## src/dhd_pkg.sv

```systemverilog
// Shared types, register indexes and reset values for the detection head decoder.
// No dependencies; every other file in src except dhd_fifo uses this package.
package dhd_pkg;

    localparam int MAX_CLASSES_DEF = 128;
    localparam int JOB_DEPTH_DEF   = 4;
    localparam int RES_DEPTH_DEF   = 4;

    localparam int CFG_IDX_W = 3;
    localparam logic [CFG_IDX_W-1:0] CFG_THRESHOLD   = 3'd0;
    localparam logic [CFG_IDX_W-1:0] CFG_CLASS_COUNT = 3'd1;
    localparam logic [CFG_IDX_W-1:0] CFG_PAD_X       = 3'd2;
    localparam logic [CFG_IDX_W-1:0] CFG_PAD_Y       = 3'd3;
    localparam logic [CFG_IDX_W-1:0] CFG_X_SCALE     = 3'd4;
    localparam logic [CFG_IDX_W-1:0] CFG_Y_SCALE     = 3'd5;

    localparam logic [15:0] THRESHOLD_RST   = 16'd16384;
    localparam logic [7:0]  CLASS_COUNT_RST = 8'd80;
    localparam logic [15:0] PAD_RST         = 16'd0;
    localparam logic [15:0] SCALE_RST       = 16'd4096;

    typedef struct packed {
        logic [15:0] center_x;
        logic [15:0] center_y;
        logic [15:0] box_w;
        logic [15:0] box_h;
        logic [15:0] class_score;
    } item_t;

    typedef struct packed {
        logic signed [15:0] left;
        logic signed [15:0] top;
        logic [15:0]        width;
        logic [15:0]        height;
        logic [6:0]         class_index;
        logic [15:0]        confidence;
    } result_t;

    // One decoded anchor waiting for the box arithmetic.
    typedef struct packed {
        logic [15:0] center_x;
        logic [15:0] center_y;
        logic [15:0] box_w;
        logic [15:0] box_h;
        logic [6:0]  class_index;
        logic [15:0] confidence;
    } job_t;

    typedef struct packed {
        logic [15:0] threshold;
        logic [7:0]  class_count;
        logic [15:0] pad_x;
        logic [15:0] pad_y;
        logic [15:0] x_scale;
        logic [15:0] y_scale;
    } cfg_t;

endpackage

```

## src/detection_head_decode_top.sv

```systemverilog
// Detection head decoder top level: config registers, front end, job queue, back end,
// result queue. Depends on dhd_pkg, dhd_fifo, dhd_front and dhd_back.
// Throughput: one item per cycle while full is low, one result per cycle while empty is low.
// Path: the result of an anchor passes through the job queue and the multiply stage
// register into the result queue, whose head drives the result ports.
// Reset: asynchronous, active low; queues empty, counters clear, registers to defaults.
module detection_head_decode_top #(
    parameter int MAX_CLASSES = dhd_pkg::MAX_CLASSES_DEF,
    parameter int JOB_DEPTH   = dhd_pkg::JOB_DEPTH_DEF,
    parameter int RES_DEPTH   = dhd_pkg::RES_DEPTH_DEF
) (
    input  logic                              clk,
    input  logic                              rst_n,
    // item side
    input  logic                              push,
    output logic                              full,
    input  dhd_pkg::item_t                     item,
    // result side
    output logic                              empty,
    input  logic                              pop,
    output dhd_pkg::result_t                   result,
    // configuration writes
    input  logic                              cfg_valid,
    output logic                              cfg_ready,
    input  logic [dhd_pkg::CFG_IDX_W-1:0]      cfg_index,
    input  logic [15:0]                       cfg_data
);
    import dhd_pkg::*;

    localparam int JOB_W = $bits(job_t);
    localparam int RES_W = $bits(result_t);

    cfg_t                      cfg_reg, cfg_next;

    logic                      take;
    logic                      job_push, job_pop, job_full, job_empty;
    job_t                      job_w, job_r;
    logic [JOB_W-1:0]          job_rdata;
    logic [$clog2(JOB_DEPTH):0] job_count;

    logic                      res_push, res_pop;
    result_t                   res_w;
    logic [RES_W-1:0]          res_rdata;
    logic [$clog2(RES_DEPTH):0] res_count;

    // Config writes are always accepted; indexes past the list are dropped.
    assign cfg_ready = 1'b1;

    always_comb
    begin
        cfg_next = cfg_reg;
        if (cfg_valid && cfg_ready)
        begin
            unique case (cfg_index)
                CFG_THRESHOLD:   cfg_next.threshold   = cfg_data;
                CFG_CLASS_COUNT: cfg_next.class_count = cfg_data[7:0];
                CFG_PAD_X:       cfg_next.pad_x       = cfg_data;
                CFG_PAD_Y:       cfg_next.pad_y       = cfg_data;
                CFG_X_SCALE:     cfg_next.x_scale     = cfg_data;
                CFG_Y_SCALE:     cfg_next.y_scale     = cfg_data;
                default:         cfg_next             = cfg_reg;
            endcase
        end
    end

    always_ff @(posedge clk or negedge rst_n)
    begin
        if (!rst_n)
        begin
            cfg_reg.threshold   <= THRESHOLD_RST;
            cfg_reg.class_count <= CLASS_COUNT_RST;
            cfg_reg.pad_x       <= PAD_RST;
            cfg_reg.pad_y       <= PAD_RST;
            cfg_reg.x_scale     <= SCALE_RST;
            cfg_reg.y_scale     <= SCALE_RST;
        end
        else
        begin
            cfg_reg <= cfg_next;
        end
    end

    // Front end stalls only on a full job queue; at most one job per item.
    assign full = job_full;
    assign take = push && !full;

    dhd_front #(
        .MAX_CLASSES (MAX_CLASSES)
    ) u_front (
        .clk      (clk),
        .rst_n    (rst_n),
        .cfg      (cfg_reg),
        .take     (take),
        .item     (item),
        .job_push (job_push),
        .job      (job_w)
    );

    dhd_fifo #(
        .WIDTH (JOB_W),
        .DEPTH (JOB_DEPTH)
    ) u_job_q (
        .clk   (clk),
        .rst_n (rst_n),
        .push  (job_push),
        .wdata (job_w),
        .pop   (job_pop),
        .rdata (job_rdata),
        .full  (job_full),
        .empty (job_empty),
        .count (job_count)
    );

    assign job_r = job_t'(job_rdata);

    dhd_back #(
        .RES_DEPTH (RES_DEPTH)
    ) u_back (
        .clk       (clk),
        .rst_n     (rst_n),
        .cfg       (cfg_reg),
        .job_empty (job_empty || (job_count == '0)),
        .job       (job_r),
        .job_pop   (job_pop),
        .res_count (res_count),
        .res_push  (res_push),
        .res       (res_w)
    );

    // Result queue: the oldest item sits on the result ports while empty is low.
    assign res_pop = pop && !empty;

    dhd_fifo #(
        .WIDTH (RES_W),
        .DEPTH (RES_DEPTH)
    ) u_res_q (
        .clk   (clk),
        .rst_n (rst_n),
        .push  (res_push),
        .wdata (res_w),
        .pop   (res_pop),
        .rdata (res_rdata),
        .full  (),
        .empty (empty),
        .count (res_count)
    );

    assign result = result_t'(res_rdata);

endmodule

```

## src/dhd_fifo.sv

```systemverilog
// Small synchronous queue with registered storage and head-of-queue read.
// Depends on nothing; used for the job queue and the result queue.
module dhd_fifo #(
    parameter int WIDTH = 8,
    parameter int DEPTH = 4
) (
    input  logic                       clk,
    input  logic                       rst_n,
    input  logic                       push,
    input  logic [WIDTH-1:0]           wdata,
    input  logic                       pop,
    output logic [WIDTH-1:0]           rdata,
    output logic                       full,
    output logic                       empty,
    output logic [$clog2(DEPTH):0]     count
);
    localparam int AW = $clog2(DEPTH);

    logic [WIDTH-1:0] mem [DEPTH];
    logic [AW-1:0]    wr_ptr_reg, wr_ptr_next;
    logic [AW-1:0]    rd_ptr_reg, rd_ptr_next;
    logic [AW:0]      count_reg, count_next;
    logic             do_push, do_pop;

    assign full    = (count_reg == (AW+1)'(DEPTH));
    assign empty   = (count_reg == '0);
    assign count   = count_reg;
    assign rdata   = mem[rd_ptr_reg];
    assign do_push = push && !full;
    assign do_pop  = pop && !empty;

    always_comb
    begin
        wr_ptr_next = wr_ptr_reg;
        rd_ptr_next = rd_ptr_reg;
        count_next  = count_reg;
        if (do_push)
        begin
            wr_ptr_next = (wr_ptr_reg == AW'(DEPTH-1)) ? '0 : wr_ptr_reg + 1'b1;
        end
        if (do_pop)
        begin
            rd_ptr_next = (rd_ptr_reg == AW'(DEPTH-1)) ? '0 : rd_ptr_reg + 1'b1;
        end
        if (do_push && !do_pop)
        begin
            count_next = count_reg + 1'b1;
        end
        else if (do_pop && !do_push)
        begin
            count_next = count_reg - 1'b1;
        end
    end

    always_ff @(posedge clk or negedge rst_n)
    begin
        if (!rst_n)
        begin
            wr_ptr_reg <= '0;
            rd_ptr_reg <= '0;
            count_reg  <= '0;
        end
        else
        begin
            wr_ptr_reg <= wr_ptr_next;
            rd_ptr_reg <= rd_ptr_next;
            count_reg  <= count_next;
        end
    end

    always_ff @(posedge clk)
    begin
        if (do_push)
        begin
            mem[wr_ptr_reg] <= wdata;
        end
    end

endmodule

```

## src/dhd_front.sv

```systemverilog
// Front end: per-anchor class counter, running top score/class and held box.
// Depends on dhd_pkg; pushes one job per anchor whose top score beats the threshold.
module dhd_front #(
    parameter int MAX_CLASSES = dhd_pkg::MAX_CLASSES_DEF
) (
    input  logic          clk,
    input  logic          rst_n,
    input  dhd_pkg::cfg_t  cfg,
    input  logic          take,
    input  dhd_pkg::item_t item,
    output logic          job_push,
    output dhd_pkg::job_t  job
);
    import dhd_pkg::*;

    localparam int CNT_W = (MAX_CLASSES > 1) ? $clog2(MAX_CLASSES) : 1;
    localparam logic [8:0] MAX_N = 9'(MAX_CLASSES);

    logic [CNT_W-1:0] cnt_reg, cnt_next;
    logic [15:0]      top_score_reg, top_score_next;
    logic [CNT_W-1:0] top_class_reg, top_class_next;
    logic [15:0]      cx_reg, cy_reg, bw_reg, bh_reg;

    logic             first;
    logic             last;
    logic [8:0]       n_eff;
    logic [15:0]      base_score;
    logic [CNT_W-1:0] base_class;
    logic [15:0]      cx, cy, bw, bh;

    // Class count clamped to 1..MAX_CLASSES.
    always_comb
    begin
        if (cfg.class_count == '0)
        begin
            n_eff = 9'd1;
        end
        else if ({1'b0, cfg.class_count} > MAX_N)
        begin
            n_eff = MAX_N;
        end
        else
        begin
            n_eff = {1'b0, cfg.class_count};
        end
    end

    assign first      = (cnt_reg == '0);
    assign last       = (9'(cnt_reg) + 9'd1) >= n_eff;
    assign base_score = first ? 16'd0 : top_score_reg;
    assign base_class = first ? '0 : top_class_reg;
    assign cx         = first ? item.center_x : cx_reg;
    assign cy         = first ? item.center_y : cy_reg;
    assign bw         = first ? item.box_w    : bw_reg;
    assign bh         = first ? item.box_h    : bh_reg;

    always_comb
    begin
        // strict compare: earliest class keeps a tie
        if (item.class_score > base_score)
        begin
            top_score_next = item.class_score;
            top_class_next = cnt_reg;
        end
        else
        begin
            top_score_next = base_score;
            top_class_next = base_class;
        end
        cnt_next = last ? '0 : cnt_reg + 1'b1;
    end

    assign job_push        = take && last && (top_score_next > cfg.threshold);
    assign job.center_x    = cx;
    assign job.center_y    = cy;
    assign job.box_w       = bw;
    assign job.box_h       = bh;
    assign job.class_index = 7'(top_class_next);
    assign job.confidence  = top_score_next;

    always_ff @(posedge clk or negedge rst_n)
    begin
        if (!rst_n)
        begin
            cnt_reg       <= '0;
            top_score_reg <= '0;
            top_class_reg <= '0;
        end
        else if (take)
        begin
            cnt_reg       <= cnt_next;
            top_score_reg <= top_score_next;
            top_class_reg <= top_class_next;
        end
    end

    always_ff @(posedge clk)
    begin
        if (take && first)
        begin
            cx_reg <= item.center_x;
            cy_reg <= item.center_y;
            bw_reg <= item.box_w;
            bh_reg <= item.box_h;
        end
    end

endmodule

```

## src/dhd_back.sv

```systemverilog
// Back end: padding removal, scaling, truncation and saturation of one box per job.
// Depends on dhd_pkg; a multiply stage, then truncation and saturation into the result queue.
module dhd_back #(
    parameter int RES_DEPTH = dhd_pkg::RES_DEPTH_DEF
) (
    input  logic                          clk,
    input  logic                          rst_n,
    input  dhd_pkg::cfg_t                  cfg,
    input  logic                          job_empty,
    input  dhd_pkg::job_t                  job,
    output logic                          job_pop,
    input  logic [$clog2(RES_DEPTH):0]    res_count,
    output logic                          res_push,
    output dhd_pkg::result_t               res
);
    import dhd_pkg::*;

    localparam int CW = $clog2(RES_DEPTH) + 1;

    logic signed [36:0] px_reg, py_reg;
    logic [31:0]        wx_reg, wy_reg;
    logic [6:0]         cls_reg;
    logic [15:0]        conf_reg;
    logic               s1_valid_reg, s1_valid_next;

    logic [CW:0]        occ;
    logic               credit;
    logic signed [19:0] dx, dy;
    logic signed [16:0] sx, sy;

    // Value at scale 2^17 -> integer, toward zero, saturated to 16 bits signed.
    function automatic logic signed [15:0] edge_sat(input logic signed [36:0] p);
        logic signed [36:0] adj;
        logic signed [19:0] q;
        adj = p + (p[36] ? 37'sd131071 : 37'sd0);
        q   = 20'(adj >>> 17);
        if (q > 20'sd32767)
        begin
            edge_sat = 16'sh7FFF;
        end
        else if (q < -20'sd32768)
        begin
            edge_sat = 16'sh8000;
        end
        else
        begin
            edge_sat = 16'(q);
        end
    endfunction

    // Room in the result queue counts the job already in the multiply stage.
    assign occ           = {1'b0, res_count} + {{CW{1'b0}}, s1_valid_reg};
    assign credit        = occ < (CW+1)'(RES_DEPTH);
    assign job_pop       = !job_empty && credit;
    assign s1_valid_next = job_pop;

    // Edge offsets in 1/32 pixel: 2*c - 2*pad - size.
    assign dx = $signed({3'b0, job.center_x, 1'b0}) - $signed({3'b0, cfg.pad_x, 1'b0})
              - $signed({4'b0, job.box_w});
    assign dy = $signed({3'b0, job.center_y, 1'b0}) - $signed({3'b0, cfg.pad_y, 1'b0})
              - $signed({4'b0, job.box_h});
    assign sx = $signed({1'b0, cfg.x_scale});
    assign sy = $signed({1'b0, cfg.y_scale});

    always_ff @(posedge clk or negedge rst_n)
    begin
        if (!rst_n)
        begin
            s1_valid_reg <= 1'b0;
        end
        else
        begin
            s1_valid_reg <= s1_valid_next;
        end
    end

    // Operands are extended to the full product width before the multiply.
    always_ff @(posedge clk)
    begin
        if (job_pop)
        begin
            px_reg   <= 37'(dx) * 37'(sx);
            py_reg   <= 37'(dy) * 37'(sy);
            wx_reg   <= 32'(job.box_w) * 32'(cfg.x_scale);
            wy_reg   <= 32'(job.box_h) * 32'(cfg.y_scale);
            cls_reg  <= job.class_index;
            conf_reg <= job.confidence;
        end
    end

    // Size products never exceed 16 bits after the shift, so no clamp there.
    assign res_push        = s1_valid_reg;
    assign res.left        = edge_sat(px_reg);
    assign res.top         = edge_sat(py_reg);
    assign res.width       = wx_reg[31:16];
    assign res.height      = wy_reg[31:16];
    assign res.class_index = cls_reg;
    assign res.confidence  = conf_reg;

endmodule

```

## config.mk

```make
export PLATFORM = sky130hd
export DESIGN_NAME = detection_head_decode_top
export DESIGN_NICKNAME = d
export VERILOG_FILES = /design/src/dhd_pkg.sv /design/src/detection_head_decode_top.sv /design/src/dhd_fifo.sv /design/src/dhd_front.sv /design/src/dhd_back.sv
export SDC_FILE = /design/constraint.sdc
export NUM_CORES = 2
export LEC_CHECK = 0
export BUFFER_PORTS_ARGS = -buffer_cell sky130_fd_sc_hd__buf_2
export CELL_PAD_IN_SITES_DETAIL_PLACEMENT = 0
export CELL_PAD_IN_SITES_GLOBAL_PLACEMENT = 2
export CORE_MARGIN = 2
export CORE_UTILIZATION = 45
export CTS_CLUSTER_SIZE = 20
export DETAILED_ROUTE_END_ITERATION = 10
export GPL_TIMING_DRIVEN = 0
export PLACE_DENSITY = 0.91
export SLEW_MARGIN = 25
export SYNTH_ARGS = -nofsm -noshare
export SYNTH_HDL_FRONTEND = slang
export SYNTH_HIERARCHICAL = 1
export SYNTH_SLANG_ARGS = --single-unit
```

## constraint.sdc

```tcl
create_clock -name clk -period 18 [get_ports clk]
set_input_delay 3.6 -clock clk [delete_from_list [all_inputs] [get_ports clk]]
set_output_delay 3.6 -clock clk [all_outputs]
set_load 0.05 [all_outputs]
```

==> flow_summary.toml <==
[status]
status = "finished, final reports clean"

[drt]
drc = 0
first_pass_iters = 8
vias = 51900
first_iter_violations = 4081
ant_nets = 0
drt-total-wl_mm = 221
via_per_inst = 5.34
wl_per_cell_microns = 22.8

[finish]
drive_gt1_frac = 0.127
multi_input_area_sq_mm = 0.0461
syn2layout_area_growth_pct = 10.2
finalNetCount = 8845
fill_cells = 16000
regArea_sq_mm = 0.0300

[floorplanning]
start_util = 0.451
die_w_microns = 432
ios = 194
die_y_microns = 432
dieArea_sq_mm = 0.186
coreArea_sq_mm = 0.182
std_cell_rows = 157

[synth]
netlist_area_sq_mm = 0.0824
synth_seq_cells = 1021
syn_nets = 8518
avgSynthCellArea_sq_um = 12.0
ys.warnings.count = 6
yosysSeqAreaShare = 0.364
synth_edf_count = 888
synth_cell_type_count = 109
async_flop_share = 0.130
ys.flop_type = "edfxtp_1"
syn_inst = 6885

[critical_path]
endpoint_kind = "flip-flop"
crit_slowest_cell = "fa_1"
critPathArrivalTime_ps = 13090
startpoint_type = "flip-flop"
required_ps = 18480
crit_fanout = 10
criticalPathCategory = "flip-flop to flip-flop"
crit_top_cell = "fa_1"
critPathMaxStageDelay_ps = 600
reg2reg_depth = 43

[sta]
setup_tns_ps = 0
tightest_slew_ps = 1160
final-setup-viol-count = 0
fin_crit_sh = 0.700
max_freq_mhz = 79.3
final_hold_viol_count = 0
rsz0062_at_grt = "no"
fin_crit_ps = 12610
slew_violations = 0
max_slew_margin = 0.223
finalClockSkew_ps = 84.4

[placement]
io_buffer_count = 191
place.gp.congestion = 0.965
dp_hpwl_mm = 175

[clock_network]
h-tree-depth = 3
cts_resized = 0
postCtsHoldBufs = 0
cts_tree = "done"
cts_made_buffers = 103
cts.sink_count = 1021
clk_pin_slew_ps = 60
clk_path_buf_depth = 3
root_buffer = "clkbuf_16"
clk_latency_ps = 780
cts_setup_buffers = 0

[hold_path]
worstHoldPathCells = 0
min_path_type = "flip-flop to flip-flop"

[global_routing]
grt_pass1_vias = 54100
antenna_found_initial = 18
grt-ovfl-total = 0
grt_pass1_wl_mm = 336
grt_max_degree = 87
grtUsageTotal = 0.241

[run]
drv_cap = 0
per-layer routing:
layer	share of wire	global-route usage	routed length, microns	vias up
met2	0.46	0.376	101000	1741
met1	0.43	0.335	94800	26700
met3	0.072	0.0444	16000	289
li1	-	-	-	23200
met4	0.043	0.0996	9620	8
met5	0.00028	0	63	-
critical path: cells and delay by family, from the launching register on:
| family | cells | cell delay (ps) |
|---|---|---|
| flip-flops | 1 | 360 |
| multiplexers | 1 | 360 |
| XOR/XNOR | 2 | 400 |
| AO/OA/AOI/OAI | 16 | 3940 |
| AND/OR/NAND/NOR | 5 | 1210 |
| adder cells (fa/ha/maj) | 10 | 4310 |
| buffers and inverters | 9 | 1740 |
worst paths after layout:
| check | slack (ps) | startpoint | to |
|---|---|---|---|
| worst max register to register | 5390 | u_job_q/rd_ptr_reg[1] | u_back/px_reg[35] |
| worst min register to register | 450 | u_back/wy_reg[22] | u_res_q/mem[2][29] |
| max in group asynchronous | 14380 | rst_n | cfg_reg[12] |
| worst max-delay path | 5390 | u_job_q/rd_ptr_reg[1] | u_back/px_reg[35] |
| min in group asynchronous | 2790 | rst_n | cfg_reg[53] |
| worst min-delay path | 450 | u_back/wy_reg[22] | u_res_q/mem[2][29] |
metrics by stage:
step | area [sq um] | worst slack (ps) | utilization | instances | hold slack, ps
final | 90700 | 5390 | 0.497 | 9724 | 454
after global routing | 90700 | 4740 | 0.497 | 9719 | 486
after CTS | 90600 | 5570 | 0.497 | 9687 | 460
after detailed placement | 86900 | 5620 | 0.476 | 9492 | 480
after global placement | 86300 | -4490 | 0.473 | 9461 | 467
after floorplan | 82400 | 4050 | - | 6885 | 458
cells in the mapped netlist, types with 12 or more instances:
| library cell | n | area share |
|---|---|---|
| o21bai_1 | 16 | 0.0015 |
| nand4_1 | 24 | 0.0018 |
| a21oi_1 | 125 | 0.0076 |
| a31oi_1 | 12 | 0.00091 |
| a21o_1 | 80 | 0.0073 |
| and2_1 | 344 | 0.026 |
| dfrtp_1 | 128 | 0.039 |
| buf_4 | 15 | 0.0014 |
| ha_1 | 533 | 0.081 |
| clkbuf_1 | 203 | 0.0093 |
| o21ai_2 | 28 | 0.0030 |
| edfxtp_1 | 888 | 0.32 |
| nor2_1 | 197 | 0.0090 |
| buf_2 | 33 | 0.0020 |
| nand2_1 | 777 | 0.035 |
| nor2b_1 | 30 | 0.0023 |
| nand2b_1 | 18 | 0.0014 |
| xnor2_1 | 140 | 0.015 |
| o211ai_1 | 16 | 0.0015 |
| buf_6 | 13 | 0.0018 |
| nand3_1 | 62 | 0.0038 |
| and3_1 | 20 | 0.0015 |
| mux2_2 | 169 | 0.023 |
| o21ai_1 | 17 | 0.0010 |
| mux4_2 | 174 | 0.048 |
| o21a_1 | 21 | 0.0019 |
| nand3_2 | 16 | 0.0019 |
| nor3_1 | 41 | 0.0025 |
| xor2_1 | 66 | 0.0070 |
| mux2i_1 | 31 | 0.0038 |
| fa_1 | 996 | 0.24 |
| o21ai_0 | 114 | 0.0069 |
| inv_1 | 1311 | 0.060 |
| a211oi_1 | 18 | 0.0016 |
layout make-up:
cell class                      count  area share
Antenna cell                       37     0.00102
Buffer                            277      0.0149
Clock buffer                      117      0.0294
Clock inverter                     78      0.0117
Inverter                         1314      0.0544
Multi-Input combinational cell   4273       0.508
Sequential cell                  1021       0.331
Tap cell                         2385      0.0329
Timing Repair Buffer              222      0.0167
cells in the final DEF (no fill, tap or decap), drive strengths merged, types with 170 or more instances in the layout:
cell	instances
nor2	198
ha	533
buf	293
clkbuf	323
mux4	174
nand2	778
fa	996
edfxtp	888
mux2	170
and2	344
inv	1319
kinds of logic after synthesis:
logic type | share of synthesized area
AOI/OAI and AO/OA | 0.0459
other | 0.0000455
buffers and inverters | 0.0762
and+or+nand+nor | 0.0928
adders and majority gates | 0.324
DFF | 0.364
muxes | 0.0746
xor gates and xnor gates | 0.0221
Power is not shown: default switching activity piles up to over one toggle a cycle in this logic, so the estimate is an artifact.
